File: src/rtl/core/mgtm_pkg.sv
// Shared constants, types and helpers for the median-gated trimmed mean block
`timescale 1ns / 1ps
package mgtm_pkg;
	localparam int MaxWindowDefault = 32;
	localparam int MinWindow = 5;
	localparam logic [7:0] WindowCountReset = 8'd1;
	localparam logic [15:0] GateReset = 16'd800;

	localparam logic CfgWindowCount = 1'b0;
	localparam logic CfgGateWidth = 1'b1;

	typedef struct packed {
		logic clear_sort;  // raised as the result is loaded; the datapath does not use it
		logic store;       // write arriving word into the window store
		logic insert;      // insertion-sort one word into working array
		logic load_med;    // register median
		logic gate_step;   // accumulate one gated element
		logic trim_init;   // never asserted; the accumulators are cleared under load_med
		logic trim_step;   // trimmed pass step; the trimmed sum itself is accumulated under gate_step
		logic div_start;   // never asserted; the divider starts on the first div_step
		logic div_step;    // divider step: operand load, then one quotient bit
		logic load_out;    // capture result
	} mgtm_cmd_t;

	typedef struct packed {
		logic fallback;    // gated count below N/2
		logic div_done;
	} mgtm_sts_t;
endpackage

File: src/rtl/core/mgtm_ctrl.sv
// Controller state machine sequencing collection, sort, gating, trim and division
`timescale 1ns / 1ps
module mgtm_ctrl #(
	parameter int MAX_WINDOW = mgtm_pkg::MaxWindowDefault
) (
	input  logic                       clk,
	input  logic                       arst_n,
	input  logic                       in_fire,
	input  logic                       out_free,
	input  logic                       out_fire,
	input  logic [$clog2(MAX_WINDOW+1)-1:0] win_n,
	input  mgtm_pkg::mgtm_sts_t        sts,
	output mgtm_pkg::mgtm_cmd_t        cmd,
	output logic                       in_rdy,
	output logic [$clog2(MAX_WINDOW+1)-1:0] fill_q,
	output logic [$clog2(MAX_WINDOW+1)-1:0] idx_q
);
	localparam int CW = $clog2(MAX_WINDOW + 1);

	typedef enum logic [6:0] {
		ST_COLLECT = 7'b0000001,
		ST_SORT    = 7'b0000010,
		ST_MEDIAN  = 7'b0000100,
		ST_GATE    = 7'b0001000,
		ST_TRIM    = 7'b0010000,
		ST_DIV     = 7'b0100000,
		ST_OUT     = 7'b1000000
	} state_t;

	state_t state_q;
	logic [CW-1:0] last_idx;

	assign last_idx = win_n - CW'(1);
	assign in_rdy = (state_q == ST_COLLECT);

	always_comb begin
		cmd = '0;
		unique case (state_q)
			ST_COLLECT: begin
				cmd.store = in_fire;
			end
			ST_SORT: cmd.insert = 1'b1;
			ST_MEDIAN: cmd.load_med = 1'b1;
			ST_GATE: cmd.gate_step = 1'b1;
			ST_TRIM: cmd.trim_step = 1'b1;
			ST_DIV: cmd.div_step = 1'b1;
			ST_OUT: cmd.load_out = out_free;
			default: cmd = '0;
		endcase
		if (state_q == ST_GATE && idx_q == last_idx)
			cmd.trim_init = 1'b0;
		if (state_q == ST_OUT && out_free)
			cmd.clear_sort = 1'b1;
	end

	always_ff @(posedge clk or negedge arst_n) begin
		if (!arst_n) begin
			state_q <= ST_COLLECT;
			fill_q  <= '0;
			idx_q   <= '0;
		end else begin
			unique case (state_q)
				ST_COLLECT: begin
					if (in_fire) begin
						if (fill_q + CW'(1) >= win_n) begin
							fill_q  <= '0;
							idx_q   <= '0;
							state_q <= ST_SORT;
						end else begin
							fill_q <= fill_q + CW'(1);
						end
					end
				end
				ST_SORT: begin
					if (idx_q == last_idx) begin
						idx_q   <= '0;
						state_q <= ST_MEDIAN;
					end else begin
						idx_q <= idx_q + CW'(1);
					end
				end
				ST_MEDIAN: begin
					idx_q   <= '0;
					state_q <= ST_GATE;
				end
				ST_GATE: begin
					if (idx_q == last_idx) begin
						idx_q   <= '0;
						state_q <= ST_TRIM;
					end else begin
						idx_q <= idx_q + CW'(1);
					end
				end
				ST_TRIM: begin
					if (!sts.fallback || idx_q == last_idx) begin
						idx_q   <= '0;
						state_q <= ST_DIV;
					end else begin
						idx_q <= idx_q + CW'(1);
					end
				end
				ST_DIV: begin
					if (sts.div_done) state_q <= ST_OUT;
				end
				ST_OUT: begin
					if (out_free) state_q <= ST_COLLECT;
				end
				default: state_q <= ST_COLLECT;
			endcase
		end
	end

	logic unused_of;
	assign unused_of = out_fire;
endmodule

File: src/rtl/core/mgtm_dp.sv
// Datapath: sorted window array, median, gated and trimmed sums, serial divider
`timescale 1ns / 1ps
module mgtm_dp #(
	parameter int MAX_WINDOW = mgtm_pkg::MaxWindowDefault
) (
	input  logic                       clk,
	input  logic                       arst_n,
	input  mgtm_pkg::mgtm_cmd_t        cmd,
	input  logic signed [15:0]         sample,
	input  logic [15:0]                gate_w,
	input  logic [$clog2(MAX_WINDOW+1)-1:0] win_n,
	input  logic [$clog2(MAX_WINDOW+1)-1:0] fill,
	input  logic [$clog2(MAX_WINDOW+1)-1:0] idx,
	output mgtm_pkg::mgtm_sts_t        sts,
	output logic signed [15:0]         filt_q,
	output logic signed [15:0]         med_out_q,
	output logic                       fb_q,
	output logic [5:0]                 kept_q
);
	localparam int CW = $clog2(MAX_WINDOW + 1);
	localparam int IW = $clog2(MAX_WINDOW);
	localparam int AW = 16 + CW;
	localparam int DW = AW + 1;

	// Words kept in arrival order; the closing word takes slot N-1.
	logic signed [15:0] win_q [MAX_WINDOW];
	// Sorted copy, built by insertion of one stored word a cycle.
	logic signed [15:0] srt_q [MAX_WINDOW];
	logic [MAX_WINDOW-1:0] gt;
	logic signed [15:0] ins_val;
	logic [CW-1:0] waddr;
	logic signed [15:0] med_q;
	logic signed [AW-1:0] gacc_q, tacc_q;
	logic [CW-1:0] gcnt_q;
	logic fb;

	assign waddr = (fill + CW'(1) >= win_n) ? win_n - CW'(1) : fill;

	always_ff @(posedge clk) begin
		if (cmd.store) win_q[IW'(waddr)] <= sample;
	end

	assign ins_val = win_q[IW'(idx)];

	always_comb begin
		for (int k = 0; k < MAX_WINDOW; k++)
			gt[k] = (CW'(k) < idx) && (srt_q[k] > ins_val);
	end

	always_ff @(posedge clk) begin
		if (cmd.insert) begin
			for (int k = 0; k < MAX_WINDOW; k++) begin
				if (CW'(k) <= idx) begin
					if (k > 0 && gt[(k + MAX_WINDOW - 1) % MAX_WINDOW])
						srt_q[k] <= srt_q[(k + MAX_WINDOW - 1) % MAX_WINDOW];
					else if (CW'(k) == idx || gt[k])
						srt_q[k] <= ins_val;
				end
			end
		end
	end

	// median
	logic [CW-1:0] half;
	logic signed [16:0] msum;
	assign half = win_n >> 1;
	assign msum = 17'(srt_q[IW'(half)]) + 17'(srt_q[IW'(half - CW'(1))]);

	logic signed [AW-1:0] elem;
	logic signed [16:0] diff;
	logic [16:0] adiff;
	assign elem = AW'(srt_q[IW'(idx)]);
	assign diff = 17'(srt_q[IW'(idx)]) - 17'(med_q);
	assign adiff = diff[16] ? 17'(-diff) : 17'(diff);

	logic [CW-1:0] lo;
	assign lo = win_n >> 2;
	assign fb = gcnt_q < half;
	assign sts.fallback = fb;

	// divider state
	logic [AW-1:0] dnum_q, drem_q;
	logic [CW-1:0] dden_q;
	logic [$clog2(AW+1)-1:0] dbit_q;
	logic dneg_q, dbusy_q;
	logic [AW:0] trial;
	logic signed [AW-1:0] acc_sel;
	logic [CW-1:0] cnt_sel;
	assign acc_sel = fb ? tacc_q : gacc_q;
	assign cnt_sel = fb ? win_n - (lo << 1) : gcnt_q;
	assign trial = {drem_q, dnum_q[AW-1]} - {{(AW+1-CW){1'b0}}, dden_q};
	assign sts.div_done = dbusy_q && dbit_q == '0;

	always_ff @(posedge clk or negedge arst_n) begin
		if (!arst_n) begin
			dbusy_q <= 1'b0;
			dbit_q  <= '0;
		end else if (cmd.div_step) begin
			if (!dbusy_q) begin
				dbusy_q <= 1'b1;
				dbit_q  <= ($clog2(AW+1))'(AW);
			end else if (dbit_q != '0) begin
				dbit_q <= dbit_q - 1'b1;
			end else begin
				dbusy_q <= 1'b0;
			end
		end
	end

	always_ff @(posedge clk) begin
		if (cmd.load_med) begin
			med_q  <= win_n[0] ? srt_q[IW'(half)] : 16'(msum / 17'sd2);
			gacc_q <= '0;
			tacc_q <= '0;
			gcnt_q <= '0;
		end
		if (cmd.gate_step) begin
			if (adiff <= {1'b0, gate_w}) begin
				gacc_q <= gacc_q + elem;
				gcnt_q <= gcnt_q + CW'(1);
			end
			if (idx >= lo && idx < win_n - lo) tacc_q <= tacc_q + elem;
		end
		if (cmd.div_step) begin
			if (!dbusy_q) begin
				dneg_q <= acc_sel[AW-1];
				dnum_q <= acc_sel[AW-1] ? AW'(-acc_sel) : AW'(acc_sel);
				dden_q <= cnt_sel;
				drem_q <= '0;
			end else if (dbit_q != '0) begin
				if (!trial[AW]) drem_q <= trial[AW-1:0];
				else drem_q <= {drem_q[AW-2:0], dnum_q[AW-1]};
				dnum_q <= {dnum_q[AW-2:0], !trial[AW]};
			end
		end
		if (cmd.load_out) begin
			filt_q    <= dneg_q ? 16'(-dnum_q) : 16'(dnum_q);
			med_out_q <= med_q;
			fb_q      <= fb;
			kept_q    <= 6'(dden_q);
		end
	end

	logic unused_c;
	assign unused_c = cmd.clear_sort ^ cmd.trim_init ^ cmd.trim_step ^ cmd.div_start
		^ (DW != 0);
endmodule

File: src/rtl/core/median_gated_trimmed_mean.sv
// Top level of the median-gated trimmed mean filter
// Usage:
//  Input channel sample/in_valid/in_ready takes one signed 16-bit word per
//  handshake, one per cycle while the window fills; words are stored in
//  arrival order. When the window holds N words (window_count clamped to
//  5..32) in_ready drops while the block sorts the window by insertion,
//  takes the median, gates against it, runs the trimmed-mean pass (which
//  walks the window only when the fallback is taken) and the bit-serial
//  division, then loads the output register.
//  The result (filtered_value, median_value, used_fallback, kept_count)
//  sits in an output register under out_valid until out_ready; a stalled
//  receiver holds the block only once a second result is ready.
//  Configuration: cfg_we, cfg_index, cfg_data, written while idle.
//  Reset (arst_n low) empties the window, window_count to 1, gate to 800.
`timescale 1ns / 1ps
module median_gated_trimmed_mean #(
	parameter int MAX_WINDOW = mgtm_pkg::MaxWindowDefault
) (
	input  logic               clk,
	input  logic               arst_n,
	input  logic               in_valid,
	output logic               in_ready,
	input  logic signed [15:0] sample,
	output logic               out_valid,
	input  logic               out_ready,
	output logic signed [15:0] filtered_value,
	output logic signed [15:0] median_value,
	output logic               used_fallback,
	output logic [5:0]         kept_count,
	input  logic               cfg_we,
	input  logic               cfg_index,
	input  logic [15:0]        cfg_data
);
	localparam int CW = $clog2(MAX_WINDOW + 1);

	logic [7:0] wcount_q;
	logic [15:0] gate_q;
	logic [CW-1:0] win_n, fill, idx;
	mgtm_pkg::mgtm_cmd_t cmd;
	mgtm_pkg::mgtm_sts_t sts;
	logic rdy, in_fire, out_fire, out_free;

	always_ff @(posedge clk or negedge arst_n) begin
		if (!arst_n) begin
			wcount_q <= mgtm_pkg::WindowCountReset;
			gate_q   <= mgtm_pkg::GateReset;
		end else if (cfg_we) begin
			unique case (cfg_index)
				mgtm_pkg::CfgWindowCount: wcount_q <= cfg_data[7:0];
				mgtm_pkg::CfgGateWidth:   gate_q   <= cfg_data;
				default: ;
			endcase
		end
	end

	always_comb begin
		if (wcount_q < 8'(mgtm_pkg::MinWindow)) win_n = CW'(mgtm_pkg::MinWindow);
		else if (wcount_q > 8'(MAX_WINDOW)) win_n = CW'(MAX_WINDOW);
		else win_n = CW'(wcount_q);
	end

	assign in_ready = rdy;
	assign in_fire  = in_valid && rdy;
	assign out_fire = out_valid && out_ready;
	assign out_free = !out_valid || out_ready;

	always_ff @(posedge clk or negedge arst_n) begin
		if (!arst_n) out_valid <= 1'b0;
		else if (cmd.load_out) out_valid <= 1'b1;
		else if (out_fire) out_valid <= 1'b0;
	end

	mgtm_ctrl #(.MAX_WINDOW(MAX_WINDOW)) u_ctrl (
		.clk(clk), .arst_n(arst_n), .in_fire(in_fire), .out_free(out_free),
		.out_fire(out_fire), .win_n(win_n), .sts(sts), .cmd(cmd),
		.in_rdy(rdy), .fill_q(fill), .idx_q(idx)
	);

	mgtm_dp #(.MAX_WINDOW(MAX_WINDOW)) u_dp (
		.clk(clk), .arst_n(arst_n), .cmd(cmd), .sample(sample), .gate_w(gate_q),
		.win_n(win_n), .fill(fill), .idx(idx), .sts(sts),
		.filt_q(filtered_value), .med_out_q(median_value),
		.fb_q(used_fallback), .kept_q(kept_count)
	);

`ifndef SYNTH
	a_no_accept_busy: assert property (@(posedge clk) disable iff (!arst_n)
		cmd.gate_step |-> !in_ready) else $error("accept during reduction");
	a_load_free: assert property (@(posedge clk) disable iff (!arst_n)
		cmd.load_out |-> (!out_valid || out_ready)) else $error("result overwritten");
	a_kept_nonzero: assert property (@(posedge clk) disable iff (!arst_n)
		$rose(out_valid) |-> kept_count != 6'd0) else $error("empty mean");
`endif
endmodule

File: config.mk
export PLATFORM = sky130hd
export DESIGN_NAME = median_gated_trimmed_mean
export DESIGN_NICKNAME = d
export VERILOG_FILES = /design/src/rtl/core/mgtm_pkg.sv /design/src/rtl/core/mgtm_ctrl.sv /design/src/rtl/core/mgtm_dp.sv /design/src/rtl/core/median_gated_trimmed_mean.sv
export SDC_FILE = /design/constraint.sdc
export NUM_CORES = 2
export LEC_CHECK = 0
export BUFFER_PORTS_ARGS = -buffer_cell sky130_fd_sc_hd__buf_2
export CAP_MARGIN = 25
export CELL_PAD_IN_SITES_DETAIL_PLACEMENT = 1
export CELL_PAD_IN_SITES_GLOBAL_PLACEMENT = 1
export CORE_MARGIN = 5
export CORE_UTILIZATION = 30
export CTS_CLUSTER_SIZE = 16
export DETAILED_ROUTE_END_ITERATION = 8
export HOLD_SLACK_MARGIN = 0.1
export PLACE_DENSITY = 0.49
export SETUP_SLACK_MARGIN = 0.02
export SYNTH_ARGS = -nofsm -noshare
export SYNTH_HDL_FRONTEND = slang
export SYNTH_HIERARCHICAL = 1
export SYNTH_SLANG_ARGS = --single-unit
File: constraint.sdc
create_clock -name clk -period 7.2 [get_ports clk]
set_input_delay 1.08 -clock clk [delete_from_list [all_inputs] [get_ports clk]]
set_output_delay 1.08 -clock clk [all_outputs]
set_load 0.03 [all_outputs]
# After elaboration in Yosys (flattened, before gate mapping)
# Memories as Yosys holds them, arrays and structs flattened.
# Index checks and enable logic that the tools add are counted.
totals:
  mem_bits_rw: 1024
  memories: 2
  regBits: 206
classes:
  bitwise_logic: 34
  reduce_logical: 86
  magnitude_cmp: 103
  eq_ne: 47
  addsub: 17
  mux: 364
memory_table:
  columns: ["memory", "depth", "word_bits", "read_ports", "rd_ports_with_merged_regs", "write_ports", "line", "rtl"]
  rows:
  - ["u_dp.srt_q", 32, 16, 35, 0, 32, "mgtm_dp.sv:28", "logic signed [15:0] srt_q [MAX_WINDOW];"]
  - ["u_dp.win_q", 32, 16, 1, 0, 1, "mgtm_dp.sv:26", "logic signed [15:0] win_q [MAX_WINDOW];"]
op_table:
  columns: ["cell", "count"]
  rows:
  - ["two-way mux 16 bit", 33]
  - ["> comparator 16 bit", 32]
  - ["two-way mux 1 bit", 295]
  - ["two-way mux 22 bit", 12]
  - ["== test 5 x 6 -> 1 bit, first input constant", 16]
  - ["<= comparator 5 x 6 -> 1 bit, first input constant", 16]
  - ["less-than comparator 5 x 6 -> 1 bit, first input constant", 16]
  - ["two-way mux 6 bit", 11]
  - ["two-way mux 7 bit", 7]
  - ["case mux 7 bit (7 select lines)", 1]
  - ["== test 4 x 6 -> 1 bit, first input constant", 8]
  - ["<= comparator 4 x 6 -> 1 bit, first input constant", 8]
  - ["less-than comparator 4 x 6 -> 1 bit, first input constant", 8]
  - ["adder 22 x 16 -> 22 bit", 2]
  - ["logical AND 1 bit", 36]
  - ["logical OR 1 bit", 34]
  - ["bitwise OR 1 bit", 31]
  - ["== test 3 x 6 -> 1 bit, first input constant", 4]
  - ["<= comparator 3 x 6 -> 1 bit, first input constant", 4]
  - ["less-than comparator 3 x 6 -> 1 bit, first input constant", 4]
  - ["case mux 6 bit (4 select lines)", 1]
  - ["subtractor 23 x 6 -> 23 bit", 1]
  - ["negator 22 bit", 1]
  - ["adder 6 x 1 -> 6 bit, second input constant", 3]
  - ["other kinds (46)", 67]

# Depth between registers and ports, before layout
# An unclocked memory read counts as a cell.
logic_depth:
  depth_word: 10
  ltp_mapped: 32
  depth_no_buf: 26

# Modules after synthesis
# The synthesis kept the hierarchy.
by_module_without_submodules:
  columns: ["mod", "cells_each", "seq_area_each_um2", "area_each_um2", "n_inst"]
  rows:
  - ["mgtm_dp", 5677, 35083.6, 78963.2, 1]
  - ["mgtm_ctrl", 160, 476.7, 1438.9, 1]
  - ["median_gated_trimmed_mean", 66, 630.6, 1104.8, 1]

# Worst setup path before layout
# Ideal clock, no wire load.
synth_path:
  kind: "register to register"
  from: "reg wcount_q[5]"
  to: "reg u_dp.med_q[11], data pin"
  t_required_ps: 6928
  stages_incl_launch_ff: 31
  setup_time_ps: 272
  path_slack_ps: -719
  arrival_time_ps: 7646
  path_cell_list: "dfrtp_1 -> nor3_2 -> o21a_1 -> clkbuf_1 -> buf_1 -> buf_2 -> buf_1 -> inv_1 -> ha_1 -> clkbuf_1 -> clkbuf_1 -> mux4_2 -> mux4_2 -> mux2_2 -> ha_1 -> inv_1 -> fa_1 -> nor2b_1 -> o31ai_1 -> a211oi_1 -> o21ai_0 -> o21bai_1 -> a2111oi_0 -> a21o_1 -> and2_1 -> ha_1 -> and3_1 -> and4_1 -> nor4b_1 -> xor2_1 -> a21oi_1"
synth_via:
  elab_chain_len: 9
synth_rtl:
  columns: ["item", "line", "rtl"]
  rows:
  - ["start, declared", "median_gated_trimmed_mean.sv:36", "logic [7:0] wcount_q;"]
  - ["start signal, assigned", "median_gated_trimmed_mean.sv:45", "wcount_q <= mgtm_pkg::WindowCountReset;"]
  - ["start signal, assigned", "median_gated_trimmed_mean.sv:49", "mgtm_pkg::CfgWindowCount: wcount_q <= cfg_data[7:0];"]
  - ["> comparator 8 x 6 -> 1 bit", "median_gated_trimmed_mean.sv:58", "else if (wcount_q > 8'(MAX_WINDOW)) win_n = CW'(MAX_WINDOW);"]
  - ["two-way mux 6 bit", "median_gated_trimmed_mean.sv:58", null]
  - ["two-way mux 6 bit (*)", "median_gated_trimmed_mean.sv:57", "if (wcount_q < 8'(mgtm_pkg::MinWindow)) win_n = CW'(mgtm_pkg::MinWindow);"]
  - ["via win_n[2]", "median_gated_trimmed_mean.sv:38", "logic [CW-1:0] win_n, fill, idx;"]
  - ["subtractor 5 x 1 -> 5 bit", "mgtm_dp.sv:67", "assign msum = 17'(srt_q[IW'(half)]) + 17'(srt_q[IW'(half - CW'(1))]);"]
  - ["memory read (32 x 16 bit) (*)", null, null]
  - ["adder 16 x 16 -> 17 bit", "mgtm_dp.sv:67", null]
  - ["AND 1 bit (no source line)", null, null]
  - ["adder 16 x 1 -> 16 bit (no source line)", null, null]
  - ["two-way mux 16 bit (*)", "mgtm_dp.sv:112", "med_q <= win_n[0] ? srt_q[IW'(half)] : 16'(msum / 17'sd2);"]
  - ["end signal, assigned", "mgtm_dp.sv:112", null]
  - ["end, declared", "mgtm_dp.sv:32", "logic signed [15:0] med_q;"]
# The timed path passes the listed nets; every way through them passes the cells marked *.
# A chain may end at the register's enable or synchronous reset.

==> run summary <==
Hold Path Class -> reg2reg
Via density -> 5.74
Finish-stage setup viols -> 0
Root Driver -> clkbuf_16
DRT antenna net count -> 0
Initial Utilization -> 30.1%
Req. time, crit path -> 7.74 ns
Clock Latency Late Sink -> 0.87 ns
H-Tree Level Count -> 4
Gp weighted congestion -> 0.912
Fill count -> 28,200
Status -> complete, no violations
Max-cap violation count -> 0
Die height -> 531 um
Initial antenna violation count -> 8
Crit path kind -> reg2reg
Net count, final -> 6,879
Die width -> 531 um
Power per Cell Area -> 301 nW/um^2
RSZ-0062 raised after global routing -> false
DRT iter0 DRCs -> 4,926
Fmax -> 145 MHz
Setup_tns -> 0 ns
Slew headroom -> 28.5%
Inserted Clock Buffers -> 163
First-pass GRT wire length -> 444,000 um
Tcrit/Tclk final -> 95.7%
PortBufs -> 78
CTS tree -> done
Detail Placement HPWL -> 236,000 um
Post-Synthesis Cells -> 5,898
Worst-path clk slew -> 0.05 ns
Commonest cells after routing, fill and taps aside -> 1,130 x edfxtp_1, 656 x ha_1, 635 x mux4_2
I/O pin total -> 79
Final Hold Vio Count -> 0
Site row count -> 191
Largest net degree at the start of global routing -> 82
Worst-path maximum fanout -> 81
Gr ovfl total -> 0
Reg2Reg Depth -> 18
Setup crit start kind -> flop
Commonest non-fill, non-tap cell in the layout -> edfxtp_1
Synth warn -> 6
Max IR drop VDD -> 183 uV
Hold buffer count at cts -> 0
Worst-Margin Slew -> 1.07 ns
Post-Syn Nets -> 6,601
Area Growth Syn to Fin -> 15.2%
Final Max Tran Viols -> 0
Share of cells above drive strength 1 -> 32.2%
Post-Syn Area -> 81,500 sq um
First-pass DRT Iterations -> 5
Total power -> 0.0282 W
Vias in the first global route -> 57,500
Routed wire per std cell -> 31.8 um
Avg Inst Size Synth -> 13.8 sq um
Vias -> 56,600
Total Routing Usage GR -> 21.7%
Clock skew -> 0.0980 ns
Die ar. -> 282,000 sq um
Hold Path Stages -> 0
Post-place instance area -> 88,600 sq um
P_leak -> 33.2 nW
Clock Tree Buf Depth -> 4
Remaining DRCs -> 0
Final Critical Period -> 6.89 ns
Cell area after layout -> 93,900 sq um
Routed WL -> 313,000 um
Worst Setup End Kind -> flop
Num Clock Sinks -> 1,230
Worst Path Arrival -> 7.43 ns
Total core area -> 271,000 sq um
==> power breakdown <==
group / switching (W) / leakage [nW] / total, W / internal, W
clock: 0.00325 / 2.48 / 0.00798 / 0.00473
combinational: 0.00712 / 19.5 / 0.0119 / 0.00479
sequential: 0.000281 / 11.2 / 0.00831 / 0.00803
==> final cells by class <==
type / count / area [sq um] / area share [%]
Clock buffer: 206 / 4410 / 4.69
Tap cell: 3570 / 4470 / 4.76
Sequential cell: 1230 / 36200 / 38.6
Timing Repair Buffer: 420 / 3750 / 3.99
Inverter: 171 / 642 / 0.684
Antenna cell: 5 / 12.5 / 0.0133
Clock inverter: 72 / 679 / 0.724
Multi-Input combinational cell: 4190 / 43700 / 46.6
==> stage by stage <==
stage	std cells	hold slack [ns]	utilization (%)	setup WS, ns
global placement	9570	0.440	32.7	0.276
detailed placement	9577	0.443	32.8	0.199
finish	9864	0.452	34.7	0.309
floorplan	5898	0.426	-	0.0249
CTS	9855	0.450	34.6	0.222
global route	9861	0.469	34.7	0.0332
==> layer usage <==
| layer | wire, um | GRT usage (%) |
|---|---|---|
| met1 | 145000 | 31.2 |
| met2 | 141000 | 34.0 |
| met3 | 17600 | 3.48 |
| met4 | 9550 | 6.00 |
| met5 | 0 | 0 |
==> repair_timing <==
item | CTS | global route
resized for setup | 0 | 12
setup buffers | 0 | 1
setup endpoints to repair | 0 | 51
==> worst max-delay path, stage by stage (launching register included) <==
cell and delay [ns]:
dfrtp_4 0.56, buf_12 0.29, buf_12 0.32, buf_12 0.34
mux4_2 0.40, mux4_2 0.61, mux2_2 0.36, inv_1 0.11
buf_12 0.21, ha_1 0.29, o21ai_0 0.08, nand2b_1 0.08
a21oi_1 0.40, o21ai_0 0.41, a22oi_1 0.34, a21oi_1 0.26
o21ai_2 0.64, buf_12 0.22, mux2_2 0.33
==> path summary, 6_finish.rpt <==
check	from	slack, ns	to
worst min register to register	u_dp/med_q[1]	0.45	u_dp/med_out_q[1]
worst max-delay path	u_ctrl/idx_q[1]	0.31	u_dp/srt_q[16][10]
min in group asynchronous	arst_n	0.48	u_ctrl/fill_q[4]
worst min-delay path	u_dp/med_q[1]	0.45	u_dp/med_out_q[1]
max in group asynchronous	arst_n	6.01	u_ctrl/idx_q[1]
worst max register to register	u_ctrl/idx_q[1]	0.31	u_dp/srt_q[16][10]
==> state kept, by name (all words and copies together), names as in the netlist <==
signal / flops
u_dp/gacc_q: 22
u_dp/dbusy_q: 1
out_valid: 1
u_dp/tacc_q: 22
u_ctrl/fill_q: 6
u_dp/drem_q: 22
u_dp/med_out_q: 16
u_dp/filt_q: 16
u_dp/dden_q: 6
u_dp/gcnt_q: 6
u_dp/srt_q: 512
u_dp/dnum_q: 22
u_ctrl/idx_q: 6
u_dp/dbit_q: 5
u_dp/win_q: 512
u_dp/fb_q: 1
gate_q: 16
u_dp/med_q: 16
wcount_q: 8
u_dp/kept_q: 6
u_ctrl/state_q: 7
u_dp/dneg_q: 1
(Power assumes the default switching activity.)
